===== src/srbe_pkg.sv =====
// Shared types and constants of the shaper rate and burst encoder.
package srbe_pkg;

  // Field widths
  localparam int unsigned VAL_W  = 40;
  localparam int unsigned EXP_W  = 4;
  localparam int unsigned MANT_W = 8;
  // Product (base times the sum of 256 and mantissa), and compare limit
  localparam int unsigned PROD_W = 40;
  localparam int unsigned LIM_W  = 64;
  localparam int unsigned SH_W   = 5;
  localparam int unsigned CFG_W  = 2;

  localparam logic [VAL_W-1:0] VAL_ALL_ONES = '1;

  typedef enum logic {
    FUNC_RATE  = 1'b0,
    FUNC_BURST = 1'b1
  } srbe_func_e;

  typedef enum logic [CFG_W-1:0] {
    CFG_MIN_RATE  = 2'd0,
    CFG_MAX_RATE  = 2'd1,
    CFG_MIN_BURST = 2'd2,
    CFG_MAX_BURST = 2'd3
  } srbe_cfg_e;

  // One word in flight through the mantissa search
  typedef struct packed {
    srbe_func_e              func;
    logic                    fail;
    logic [EXP_W-1:0]        e;
    logic [EXP_W-1:0]        d;
    logic [MANT_W-1:0]       m;
    logic [PROD_W-1:0]       prod;
    logic [LIM_W-1:0]        limit;
    logic [SH_W-1:0]         shl;
    logic [SH_W-1:0]         shr;
  } srbe_item_t;

endpackage


===== src/srbe_mant_step.sv =====
// One bit of the mantissa search, with its pipeline register.
module srbe_mant_step import srbe_pkg::*; #(
  parameter int unsigned BIT       = 7,
  parameter int unsigned RATE_BASE = 2000000,
  parameter int unsigned MANT_MAX  = 255
) (
  input  logic       clk_i,
  input  logic       rst_ni,
  input  logic       valid_i,
  output logic       ready_o,
  input  srbe_item_t item_i,
  output logic       valid_o,
  input  logic       ready_i,
  output srbe_item_t item_o
);

  localparam logic [PROD_W-1:0] RATE_INC  = PROD_W'(64'(RATE_BASE) << BIT);
  localparam logic [PROD_W-1:0] BURST_INC = PROD_W'(64'(1) << BIT);

  logic [MANT_W:0]   trial_m;
  logic [PROD_W-1:0] trial_p;
  logic              take;
  srbe_item_t        item_d, item_q;
  logic              valid_q;

  // Try setting this bit: keep it if the mantissa stays within MANT_MAX and the encoded value still fits the request
  always_comb begin
    trial_m = {1'b0, item_i.m} | ((MANT_W+1)'(1) << BIT);
    trial_p = item_i.prod + ((item_i.func == FUNC_BURST) ? BURST_INC : RATE_INC);
    take    = (trial_m <= (MANT_W+1)'(MANT_MAX)) && (LIM_W'(trial_p) <= item_i.limit);
    item_d  = item_i;
    if (take) begin
      item_d.m    = trial_m[MANT_W-1:0];
      item_d.prod = trial_p;
    end
  end

  assign ready_o = !valid_q || ready_i;

  // Advance valid when the next stage has room
  always_ff @(posedge clk_i or negedge rst_ni) begin
    if (!rst_ni) begin
      valid_q <= 1'b0;
    end else if (ready_o) begin
      valid_q <= valid_i;
    end
  end

  // Load the word
  always_ff @(posedge clk_i) begin
    if (ready_o && valid_i) begin
      item_q <= item_d;
    end
  end

  assign valid_o = valid_q;
  assign item_o  = item_q;

endmodule


===== src/shaper_rate_burst_encoder_unit.sv =====
// Top level of the shaper rate and burst size encoder.
//
// Converts a requested shaper rate (func 0) or burst size (func 1) into
// exponent, mantissa and divider exponent fields plus the truncated value they
// encode, failing with all zeros outside the configured range or below the
// lowest threshold. The pipeline takes one word per cycle unless stalled:
// one stage of range and threshold compares, one stage that picks the
// exponents, one stage that builds the compare limit, eight mantissa bit
// stages (each an add and a 64-bit compare) and the output register. Stalls
// hold each stage in place; empty stages still take words while the output
// waits. Configuration writes are taken at any cycle with no wait.
module shaper_rate_burst_encoder_unit import srbe_pkg::*; #(
  parameter int unsigned RATE_BASE     = 2000000,
  parameter int unsigned RATE_EXP_MAX  = 15,
  parameter int unsigned RATE_DIV_MAX  = 15,
  parameter int unsigned MANT_MAX      = 255,
  parameter int unsigned BURST_EXP_MAX = 15
) (
  input  logic              clk_i,
  input  logic              rst_ni,
  // configuration
  input  logic              cfg_valid_i,
  output logic              cfg_ready_o,
  input  logic [CFG_W-1:0]  cfg_index_i,
  input  logic [VAL_W-1:0]  cfg_data_i,
  // request
  input  logic              in_valid_i,
  output logic              in_stall_o,
  input  logic              func_i,
  input  logic [VAL_W-1:0]  value_i,
  // result
  output logic              out_valid_o,
  input  logic              out_stall_i,
  output logic              ok_o,
  output logic [VAL_W-1:0]  real_value_o,
  output logic [EXP_W-1:0]  exponent_o,
  output logic [MANT_W-1:0] mantissa_o,
  output logic [EXP_W-1:0]  div_exp_o
);

  localparam int unsigned NSTEP = MANT_W;

  // ---------------- configuration registers
  logic [VAL_W-1:0] min_rate_q, max_rate_q, min_burst_q, max_burst_q;

  assign cfg_ready_o = 1'b1;

  always_ff @(posedge clk_i or negedge rst_ni) begin
    if (!rst_ni) begin
      min_rate_q  <= VAL_W'(64'd61);
      max_rate_q  <= VAL_W'(64'd130816000000);
      min_burst_q <= VAL_W'(64'd2);
      max_burst_q <= VAL_W'(64'd130816);
    end else if (cfg_valid_i) begin
      unique case (srbe_cfg_e'(cfg_index_i))
        CFG_MIN_RATE:  min_rate_q  <= cfg_data_i;
        CFG_MAX_RATE:  max_rate_q  <= cfg_data_i;
        CFG_MIN_BURST: min_burst_q <= cfg_data_i;
        CFG_MAX_BURST: max_burst_q <= cfg_data_i;
        default: ;
      endcase
    end
  end

  // ---------------- stage A: range and threshold compares
  logic                      ready_a, valid_a_q;
  srbe_func_e                func_a_q;
  logic [VAL_W-1:0]          value_a_q;
  logic                      rate_in_a_d, rate_in_a_q;
  logic                      burst_in_a_d, burst_in_a_q;
  logic                      le_base_a_d, le_base_a_q;
  logic [RATE_DIV_MAX:0]     ge_d_a_d, ge_d_a_q;
  logic [RATE_EXP_MAX:0]     ge_e_a_d, ge_e_a_q;
  logic [BURST_EXP_MAX:0]    ge_b_a_d, ge_b_a_q;

  // Compare the request against the range and the constant exponent thresholds
  always_comb begin
    rate_in_a_d  = (value_i >= min_rate_q) && (value_i <= max_rate_q);
    burst_in_a_d = (value_i >= min_burst_q) && (value_i <= max_burst_q);
    le_base_a_d  = 64'(value_i) <= 64'(RATE_BASE);
    for (int k = 0; k <= int'(RATE_DIV_MAX); k++) begin
      ge_d_a_d[k] = 64'(value_i) >= (64'(RATE_BASE) >> k);
    end
    for (int k = 0; k <= int'(RATE_EXP_MAX); k++) begin
      ge_e_a_d[k] = 64'(value_i) >= (64'(RATE_BASE) << k);
    end
    for (int k = 0; k <= int'(BURST_EXP_MAX); k++) begin
      ge_b_a_d[k] = 64'(value_i) >= (64'(2) << k);
    end
  end

  logic ready_b, valid_b_q;
  assign ready_a    = !valid_a_q || ready_b;
  assign in_stall_o = !ready_a;

  always_ff @(posedge clk_i or negedge rst_ni) begin
    if (!rst_ni) begin
      valid_a_q <= 1'b0;
    end else if (ready_a) begin
      valid_a_q <= in_valid_i;
    end
  end

  always_ff @(posedge clk_i) begin
    if (ready_a && in_valid_i) begin
      func_a_q     <= srbe_func_e'(func_i);
      value_a_q    <= value_i;
      rate_in_a_q  <= rate_in_a_d;
      burst_in_a_q <= burst_in_a_d;
      le_base_a_q  <= le_base_a_d;
      ge_d_a_q     <= ge_d_a_d;
      ge_e_a_q     <= ge_e_a_d;
      ge_b_a_q     <= ge_b_a_d;
    end
  end

  // ---------------- stage B: pick exponents and starting product
  srbe_item_t item_b_d, item_b_q;
  logic [EXP_W-1:0] e_b, d_b;

  always_comb begin
    e_b = '0;
    d_b = '0;
    item_b_d       = '0;
    item_b_d.func  = func_a_q;
    item_b_d.limit = LIM_W'(value_a_q) + LIM_W'(1);
    if (func_a_q == FUNC_RATE) begin
      if (le_base_a_q) begin
        // smallest divider exponent whose threshold the request reaches
        for (int k = int'(RATE_DIV_MAX); k >= 0; k--) begin
          if (ge_d_a_q[k]) d_b = EXP_W'(k);
        end
      end else begin
        // largest exponent whose threshold the request reaches
        for (int k = 1; k <= int'(RATE_EXP_MAX); k++) begin
          if (ge_e_a_q[k]) e_b = EXP_W'(k);
        end
      end
      item_b_d.fail = !rate_in_a_q || (le_base_a_q && !ge_d_a_q[RATE_DIV_MAX]);
      item_b_d.prod = PROD_W'(64'(RATE_BASE) << 8);
      item_b_d.shl  = SH_W'(e_b);
      item_b_d.shr  = SH_W'(d_b) + SH_W'(8);
    end else begin
      for (int k = 1; k <= int'(BURST_EXP_MAX); k++) begin
        if (ge_b_a_q[k]) e_b = EXP_W'(k);
      end
      item_b_d.fail = !burst_in_a_q || !ge_b_a_q[0];
      item_b_d.prod = PROD_W'(256);
      item_b_d.shl  = SH_W'(e_b) + SH_W'(1);
      item_b_d.shr  = SH_W'(8);
    end
    item_b_d.e = e_b;
    item_b_d.d = d_b;
  end

  logic ready_c, valid_c_q;
  assign ready_b = !valid_b_q || ready_c;

  always_ff @(posedge clk_i or negedge rst_ni) begin
    if (!rst_ni) begin
      valid_b_q <= 1'b0;
    end else if (ready_b) begin
      valid_b_q <= valid_a_q;
    end
  end

  always_ff @(posedge clk_i) begin
    if (ready_b && valid_a_q) begin
      item_b_q <= item_b_d;
    end
  end

  // ---------------- stage C: largest product that still fits the request
  srbe_item_t item_c_d, item_c_q;

  always_comb begin
    item_c_d       = item_b_q;
    item_c_d.limit = ((item_b_q.limit << item_b_q.shr) - LIM_W'(1)) >> item_b_q.shl;
  end

  logic [NSTEP:0] step_valid, step_ready;
  srbe_item_t     step_item [NSTEP+1];

  assign ready_c = !valid_c_q || step_ready[0];

  always_ff @(posedge clk_i or negedge rst_ni) begin
    if (!rst_ni) begin
      valid_c_q <= 1'b0;
    end else if (ready_c) begin
      valid_c_q <= valid_b_q;
    end
  end

  always_ff @(posedge clk_i) begin
    if (ready_c && valid_b_q) begin
      item_c_q <= item_c_d;
    end
  end

  // ---------------- mantissa search, most significant bit first
  assign step_valid[0] = valid_c_q;
  assign step_item[0]  = item_c_q;

  for (genvar g = 0; g < NSTEP; g++) begin : g_step
    srbe_mant_step #(
      .BIT       (NSTEP - 1 - g),
      .RATE_BASE (RATE_BASE),
      .MANT_MAX  (MANT_MAX)
    ) u_step (
      .clk_i   (clk_i),
      .rst_ni  (rst_ni),
      .valid_i (step_valid[g]),
      .ready_o (step_ready[g]),
      .item_i  (step_item[g]),
      .valid_o (step_valid[g+1]),
      .ready_i (step_ready[g+1]),
      .item_o  (step_item[g+1])
    );
  end

  // ---------------- output stage: encoded value, zeros on failure
  srbe_item_t       item_f;
  logic [LIM_W-1:0] wide_f;
  logic [VAL_W-1:0] real_f;
  logic             out_valid_q;
  logic             ok_q;
  logic [VAL_W-1:0] real_q;
  logic [EXP_W-1:0] exp_q, dexp_q;
  logic [MANT_W-1:0] mant_q;

  assign item_f = step_item[NSTEP];

  always_comb begin
    wide_f = (LIM_W'(item_f.prod) << item_f.shl) >> item_f.shr;
    real_f = (wide_f > LIM_W'(VAL_ALL_ONES)) ? VAL_ALL_ONES : wide_f[VAL_W-1:0];
  end

  assign step_ready[NSTEP] = !out_valid_q || !out_stall_i;

  always_ff @(posedge clk_i or negedge rst_ni) begin
    if (!rst_ni) begin
      out_valid_q <= 1'b0;
    end else if (step_ready[NSTEP]) begin
      out_valid_q <= step_valid[NSTEP];
    end
  end

  always_ff @(posedge clk_i) begin
    if (step_ready[NSTEP] && step_valid[NSTEP]) begin
      ok_q   <= !item_f.fail;
      real_q <= item_f.fail ? '0 : real_f;
      exp_q  <= item_f.fail ? '0 : item_f.e;
      mant_q <= item_f.fail ? '0 : item_f.m;
      dexp_q <= item_f.fail ? '0 : item_f.d;
    end
  end

  assign out_valid_o  = out_valid_q;
  assign ok_o         = ok_q;
  assign real_value_o = real_q;
  assign exponent_o   = exp_q;
  assign mantissa_o   = mant_q;
  assign div_exp_o    = dexp_q;

endmodule


===== config.mk =====
export PLATFORM = sky130hd
export DESIGN_NAME = shaper_rate_burst_encoder_unit
export DESIGN_NICKNAME = d
export VERILOG_FILES = /design/src/srbe_pkg.sv /design/src/srbe_mant_step.sv /design/src/shaper_rate_burst_encoder_unit.sv
export SDC_FILE = /design/constraint.sdc
export NUM_CORES = 2
export LEC_CHECK = 0
export BUFFER_PORTS_ARGS = -buffer_cell sky130_fd_sc_hd__buf_2
export CAP_MARGIN = 15
export CORE_MARGIN = 1
export CORE_UTILIZATION = 64
export DETAILED_ROUTE_END_ITERATION = 8
export PLACE_DENSITY = 0.81
export SETUP_SLACK_MARGIN = 0.02
export SYNTH_ARGS = -nofsm -noshare
export SYNTH_HDL_FRONTEND = slang
export SYNTH_SLANG_ARGS = --single-unit

===== constraint.sdc =====
create_clock -name clk_i -period 8.6 [get_ports clk_i]
set_input_delay 1.72 -clock clk_i [delete_from_list [all_inputs] [get_ports clk_i]]
set_output_delay 1.72 -clock clk_i [all_outputs]
set_load 0.1 [all_outputs]

After elaboration in Yosys (flattened, before gate mapping)
Index checks and enable logic that the tools add are counted.

Register bits after elaboration: 1553. Bits of input ports: 88. Output and inout bits: 60. Word-level logic and storage cells: 341.

Add/subtract/negate cells: 12. $lt $le $gt $ge: 68. Equality and inequality tests: 3. Shift operators: 4. Mux-type cells: 71. Reduce and logical (&&, ||, !) cells: 60.

Operator list (number): $le 40x64->1 (8); $mux 40 (9); $add 40x40->40 (8); $mux 4 (49); $shr 64x5->64 (2); $ge 40x10->1 const B (2); $ge 40x11->1 const B (2); $ge 40x12->1 const B (2); $ge 40x13->1 const B (2); $ge 40x14->1 const B (2); $ge 40x15->1 const B (2); $ge 40x16->1 const B (2); $ge 40x17->1 const B (2); $ge 40x40->1 (2); $ge 40x6->1 const B (2); $ge 40x7->1 const B (2); $ge 40x8->1 const B (2); $ge 40x9->1 const B (2); $le 40x40->1 (2); $gt 64x40->1 const B (1); $shl 40x5->64 (1); $shl 64x5->64 (1); $sub 64x1->64 const B (1); $le 8x8->1 const B (7); 45 further kinds (103).

Logic depth before layout (Yosys ltp)
Depth after elaboration: 20. Gate-level depth with buffers: 29. Gate-level depth less buffers: 26.

By module
Synthesis repeated with hierarchy kept, for this count alone.

Cell total of the unflattened synthesis: 7760. Area total of the unflattened synthesis: 89080.4 sq um.

Modules (own cells, without submodules): shaper_rate_burst_encoder_unit (times used 1, cells each 3854, area each 36877.9 sq um, seq. area each 12761.0 sq um); srbe_mant_step at g_step[5].u_step (times used 1, cells each 501, area each 6739.0 sq um, seq. area each 3988.8 sq um); srbe_mant_step at g_step[7].u_step (times used 1, cells each 509, area each 6585.1 sq um, seq. area each 3988.8 sq um); srbe_mant_step at g_step[4].u_step (times used 1, cells each 504, area each 6526.3 sq um, seq. area each 3988.8 sq um); srbe_mant_step at g_step[6].u_step (times used 1, cells each 502, area each 6511.2 sq um, seq. area each 3988.8 sq um); srbe_mant_step at g_step[3].u_step (times used 1, cells each 479, area each 6491.2 sq um, seq. area each 3988.8 sq um); srbe_mant_step at g_step[0].u_step (times used 1, cells each 473, area each 6486.2 sq um, seq. area each 3988.8 sq um); srbe_mant_step at g_step[2].u_step (times used 1, cells each 467, area each 6456.2 sq um, seq. area each 3988.8 sq um); srbe_mant_step at g_step[1].u_step (times used 1, cells each 471, area each 6407.4 sq um, seq. area each 3988.8 sq um).

Least setup slack after synthesis
Ideal clock, no wire load.

Path type: input-to-reg. Start point: in out_stall_i. End point: reg g_step[3].u_step.item_q (netlist bit g_step[3].u_step.item_o[100]) (enable). Library setup time: 645 ps. Arrival: 7456 ps. Data required time: 7955 ps. Path slack: 499 ps. Cell stages on the path: 3. Buffers on the path: 0. Cells stage by stage: nand4_1 > nor2_1 > a31oi_1.

Longest elaborated chain between the ends: 8.

Ends and longest elaborated chain: from (decl) (line shaper_rate_burst_encoder_unit.sv:33) `input logic out_stall_i,`; $logic_not 1->1 (line shaper_rate_burst_encoder_unit.sv:238) `assign step_ready[NSTEP] = !out_valid_q || !out_stall_i;`; $logic_or 1x1->1 (line shaper_rate_burst_encoder_unit.sv:238); $logic_or 1x1->1 (5 in series) (line srbe_mant_step.sv:38) `assign ready_o = !valid_q || ready_i;`; $logic_and 1x1->1 (line srbe_mant_step.sv:51) `if (ready_o && valid_i) begin`; to (signal assigned) (line srbe_mant_step.sv:52) `item_q <= item_d;`; to (decl) (line srbe_mant_step.sv:23) `srbe_item_t item_d, item_q;`.

Every way passes these cells. A chain may end at the register's enable or synchronous reset.

==> results.rst <==
.. list-table::
   :header-rows: 1

   * - Metric
     - Value
   * - Die width
     - 341.2 um
   * - Flip-flop and latch count after synthesis
     - 1,270
   * - IO Count
     - 148
   * - Post CTS Setup Buffer Count
     - 0
   * - Critical Path RT
     - 9070 ps
   * - Worst-path fanout max
     - 50
   * - Commonest cells in the netlist
     - 1,098 x sky130_fd_sc_hd__edfxtp_1, 463 x sky130_fd_sc_hd__inv_1, 457 x sky130_fd_sc_hd__nand2_1, 431 x sky130_fd_sc_hd__ha_1, 399 x sky130_fd_sc_hd__nor2_1
   * - Post-Syn Area
     - 73,620 um2
   * - Critical Path Start
     - item_b_q[122]
   * - Distinct cells, synth
     - 106
   * - Via-to-Cell Ratio
     - 6.479
   * - Final Slew Violations
     - 0
   * - Kind of start point of the critical path
     - register
   * - HPWL after DPL
     - 137,300 um
   * - Hold Worst Slack
     - 407.4 ps
   * - Max-capacitance violation count
     - 0
   * - Crit path cell chain
     - buf_4, mux2_1, mux4_2, or4_4, a21boi_2, o21ai_0, nor3_1, nand4_1, or3_1, mux2i_1, nor4_1, and3_1, a221oi_1, mux2_2
   * - Die Span Y
     - 341.2 um
   * - Clk_lat worst skew
     - 730 ps
   * - Clock transition at the registers of the reported paths
     - 70 ps
   * - Post-route clock period utilization
     - 80.35%
   * - Signed area change from the synthesized netlist to the final layout
     - 8.092%
   * - Post-CTS resize count
     - 0
   * - Power per cell area
     - 276.1 nW/um2
   * - Worst slack after detailed placement
     - 1838 ps
   * - Top cell type's share of synthesized area
     - 44.79%
   * - H-Tree Level Count
     - 3
   * - EDFF count, synth
     - 1,098
   * - Type of the worst min-delay path
     - reg2reg
   * - Most frequent cell after synthesis
     - sky130_fd_sc_hd__edfxtp_1
   * - Placed standard-cell area
     - 75,580 um2
   * - GR Overflow Total
     - 0
   * - Setup repair after global routing missed its margin
     - false
   * - Clock tree skew after final layout
     - 49.76 ps
   * - Sequential share of the synthesized area
     - 50.69%
   * - Instance count on the critical path
     - 14
   * - Initial Utilization
     - 64.47%
   * - Total nets after synthesis
     - 6,945
   * - Maximum number of pins on one net before global-route repair
     - 115
   * - Die area
     - 116,400 um2
   * - Reg2Reg Launch Point
     - item_b_q[122]
   * - First drt pass iteration count
     - 6
   * - Count of endpoints failing setup in the final report
     - 0
   * - I/O Buffers
     - 146
   * - CTS Buf Count
     - 119
   * - Routed wirelength normalized by instance count
     - 23.26 um
   * - Actual transition at the worst max-transition pin
     - 1266 ps
   * - Hold depth
     - 0
   * - Fraction of final layout cells sized beyond drive strength 1
     - 13.74%
   * - Buffers from clock root to sink, at most
     - 3
   * - Result of the run
     - complete, no violations
   * - Post-cts hold buffer count
     - 0
   * - Post-Route WL
     - 187,600 um
   * - Post-synthesis cell count
     - 6,424
   * - Post-Layout Inst Area
     - 79,580 um2
   * - Clock root buffer
     - sky130_fd_sc_hd__clkbuf_16
   * - Iter 0 DRT Violations
     - 5,075
   * - R2r setup slk
     - 1690 ps
   * - Arrival time at the worst endpoint
     - 7380 ps
   * - Critical path capture point type
     - register
   * - Clock tree from TritonCTS
     - done
   * - Slowest stage cell, crit path
     - sky130_fd_sc_hd__nand4_1
   * - Static Leak
     - 31.22 nW
   * - Achievable Freq
     - 0.1447 GHz
   * - Number of routed nets with antenna violations
     - 0
   * - Number of diodes
     - 0
   * - Worst setup path endpoint
     - item_c_q[49]
   * - Main synth FF type
     - sky130_fd_sc_hd__edfxtp_1
   * - Fin worst setup slack
     - 1690 ps
   * - Number of clock sinks
     - 1,270
   * - Number of nets in the finished design
     - 6,975
   * - DRC violations left
     - 0
   * - Final Hold Vio Count
     - 0
   * - Synth top area cells
     - sky130_fd_sc_hd__edfxtp_1 45%, sky130_fd_sc_hd__ha_1 7.3%, sky130_fd_sc_hd__dfrtp_1 4.8%
   * - Worst vdd rail ir drop
     - 0.2142 mV
   * - Number of global-route vias before repair
     - 51,040
   * - End of the worst register-to-register path
     - item_c_q[49]
   * - Length in cells of the worst reg-to-reg path
     - 14
   * - Placement Rows
     - 124
   * - Rel. slew slack
     - 15.26%
   * - Slowest cell delay on critical path
     - 680 ps
   * - First-pass GRT wire length
     - 290,100 um
   * - Mapped Avg Cell Area
     - 11.46 um2
   * - Synth warnings
     - 0
   * - Global-route total usage across every layer
     - 31.88%
   * - Initial antenna violation count
     - 2
   * - Final total negative setup slack
     - 0 ps
   * - Min cycle time layout
     - 6910 ps
   * - Final weighted congestion in routability-driven placement
     - 1.025
   * - Gate family responsible for the most delay along the worst path
     - simple AND/OR/NAND/NOR gates
   * - Area leader, netlist
     - sky130_fd_sc_hd__edfxtp_1
   * - Buf+Inv Stages, Crit Path
     - 1
   * - Via count of the routed design
     - 52,270
   * - Core outline area
     - 114,200 um2
   * - CP Class
     - reg2reg
   * - Share of synthesized registers carrying an async set or reset
     - 13.54%
layout by cell type, fill, tap and decap left out, types with 120 or more instances in the layout:
cell                        netlist  final
sky130_fd_sc_hd__clkbuf_16        0    120
sky130_fd_sc_hd__mux2i_1        224    224
sky130_fd_sc_hd__nand2_1        457    457
sky130_fd_sc_hd__nor2_1         399    399
sky130_fd_sc_hd__ha_1           431    431
sky130_fd_sc_hd__a21oi_1        282    282
sky130_fd_sc_hd__o21ai_0        261    261
sky130_fd_sc_hd__nand3_1        122    121
sky130_fd_sc_hd__nor3_1         126    126
sky130_fd_sc_hd__xnor2_1        185    185
sky130_fd_sc_hd__edfxtp_1      1098   1098
sky130_fd_sc_hd__mux2_2         279    279
sky130_fd_sc_hd__nand4_1        141    141
sky130_fd_sc_hd__inv_1          463    461
sky130_fd_sc_hd__buf_2           35    145
sky130_fd_sc_hd__dfrtp_1        141    141
area by class of cell:
class,count,area [um2]
Sequential cell,1270,37310
Fill cell,7850,34610
Multi-Input combinational cell,4376,33320
Clock buffer,155,3264
Tap cell,1512,1892
Inverter,470,1764
Timing Repair Buffer,217,1282
Clock inverter,68,734.5
per-stage QoR:
stage	instances	utilization, %	power, mW
CTS	8068	69.69	21.94
global placement	7844	66.17	16.28
finish	8068	69.69	21.97
global route	8068	69.69	23.05
floorplan	6424	-	14.59
detailed placement	7845	66.19	16.56
power breakdown:
part	internal (mW)	switching (mW)
Combinational	2.83	4.71
Sequential	8.32	0.801
Clock	3.04	2.27
Total	14.2	7.78
flip-flops by register name (all words and copies together) (netlist names), 8 cells and up:
| signal | cells |
|---|---|
| g_step.u_step.item_o | 811 |
| g_step.u_step.valid_o | 8 |
| ge_b_a_q | 16 |
| ge_d_a_q | 16 |
| ge_e_a_q | 15 |
| item_b_q | 58 |
| item_c_q | 81 |
| mantissa_o | 8 |
| max_burst_q | 40 |
| max_rate_q | 40 |
| min_burst_q | 40 |
| min_rate_q | 40 |
| real_value_o | 40 |
| value_a_q | 40 |
how the worst min path moves through the flow:
| stage | from | to | slack, ps |
|---|---|---|---|
| floorplan | item_c_q[122] | g_step[0].u_step.item_o[122] | 400 |
| global placement | g_step[6].u_step.item_o[3] | g_step[7].u_step.item_o[3] | 400 |
| detailed placement | g_step[1].u_step.item_o[125] | g_step[2].u_step.item_o[125] | 400 |
| CTS | item_c_q[129] | g_step[0].u_step.item_o[129] | 400 |
| global route | item_c_q[129] | g_step[0].u_step.item_o[129] | 420 |
| finish | item_c_q[129] | g_step[0].u_step.item_o[129] | 410 |
cell families (layout without fill, tap and decap cells):
| logic type | count (synthesis) | after routing | share of synthesized area, % |
|---|---|---|---|
| compound gates | 1220 | 1220 | 11.08 |
| xor+xnor | 282 | 282 | 3.355 |
| fa+ha+maj | 433 | 433 | 7.379 |
| buf+inv | 778 | 910 | 4.194 |
| flops | 1270 | 1270 | 50.69 |
| mux | 626 | 626 | 10.96 |
| other cells | 1 | 1 | 0.005094 |
| simple gates | 1814 | 1814 | 12.34 |
metal layers:
layer	wire length [um]	vias to the layer above	global-route usage [%]
li1	-	24110	-
met5	56	-	0
met4	9427	4	15.01
met1	73890	25380	40.53
met2	92000	2272	53.97
met3	12280	503	4.484
No activity file was read; power rests on OpenSTA's default activity.
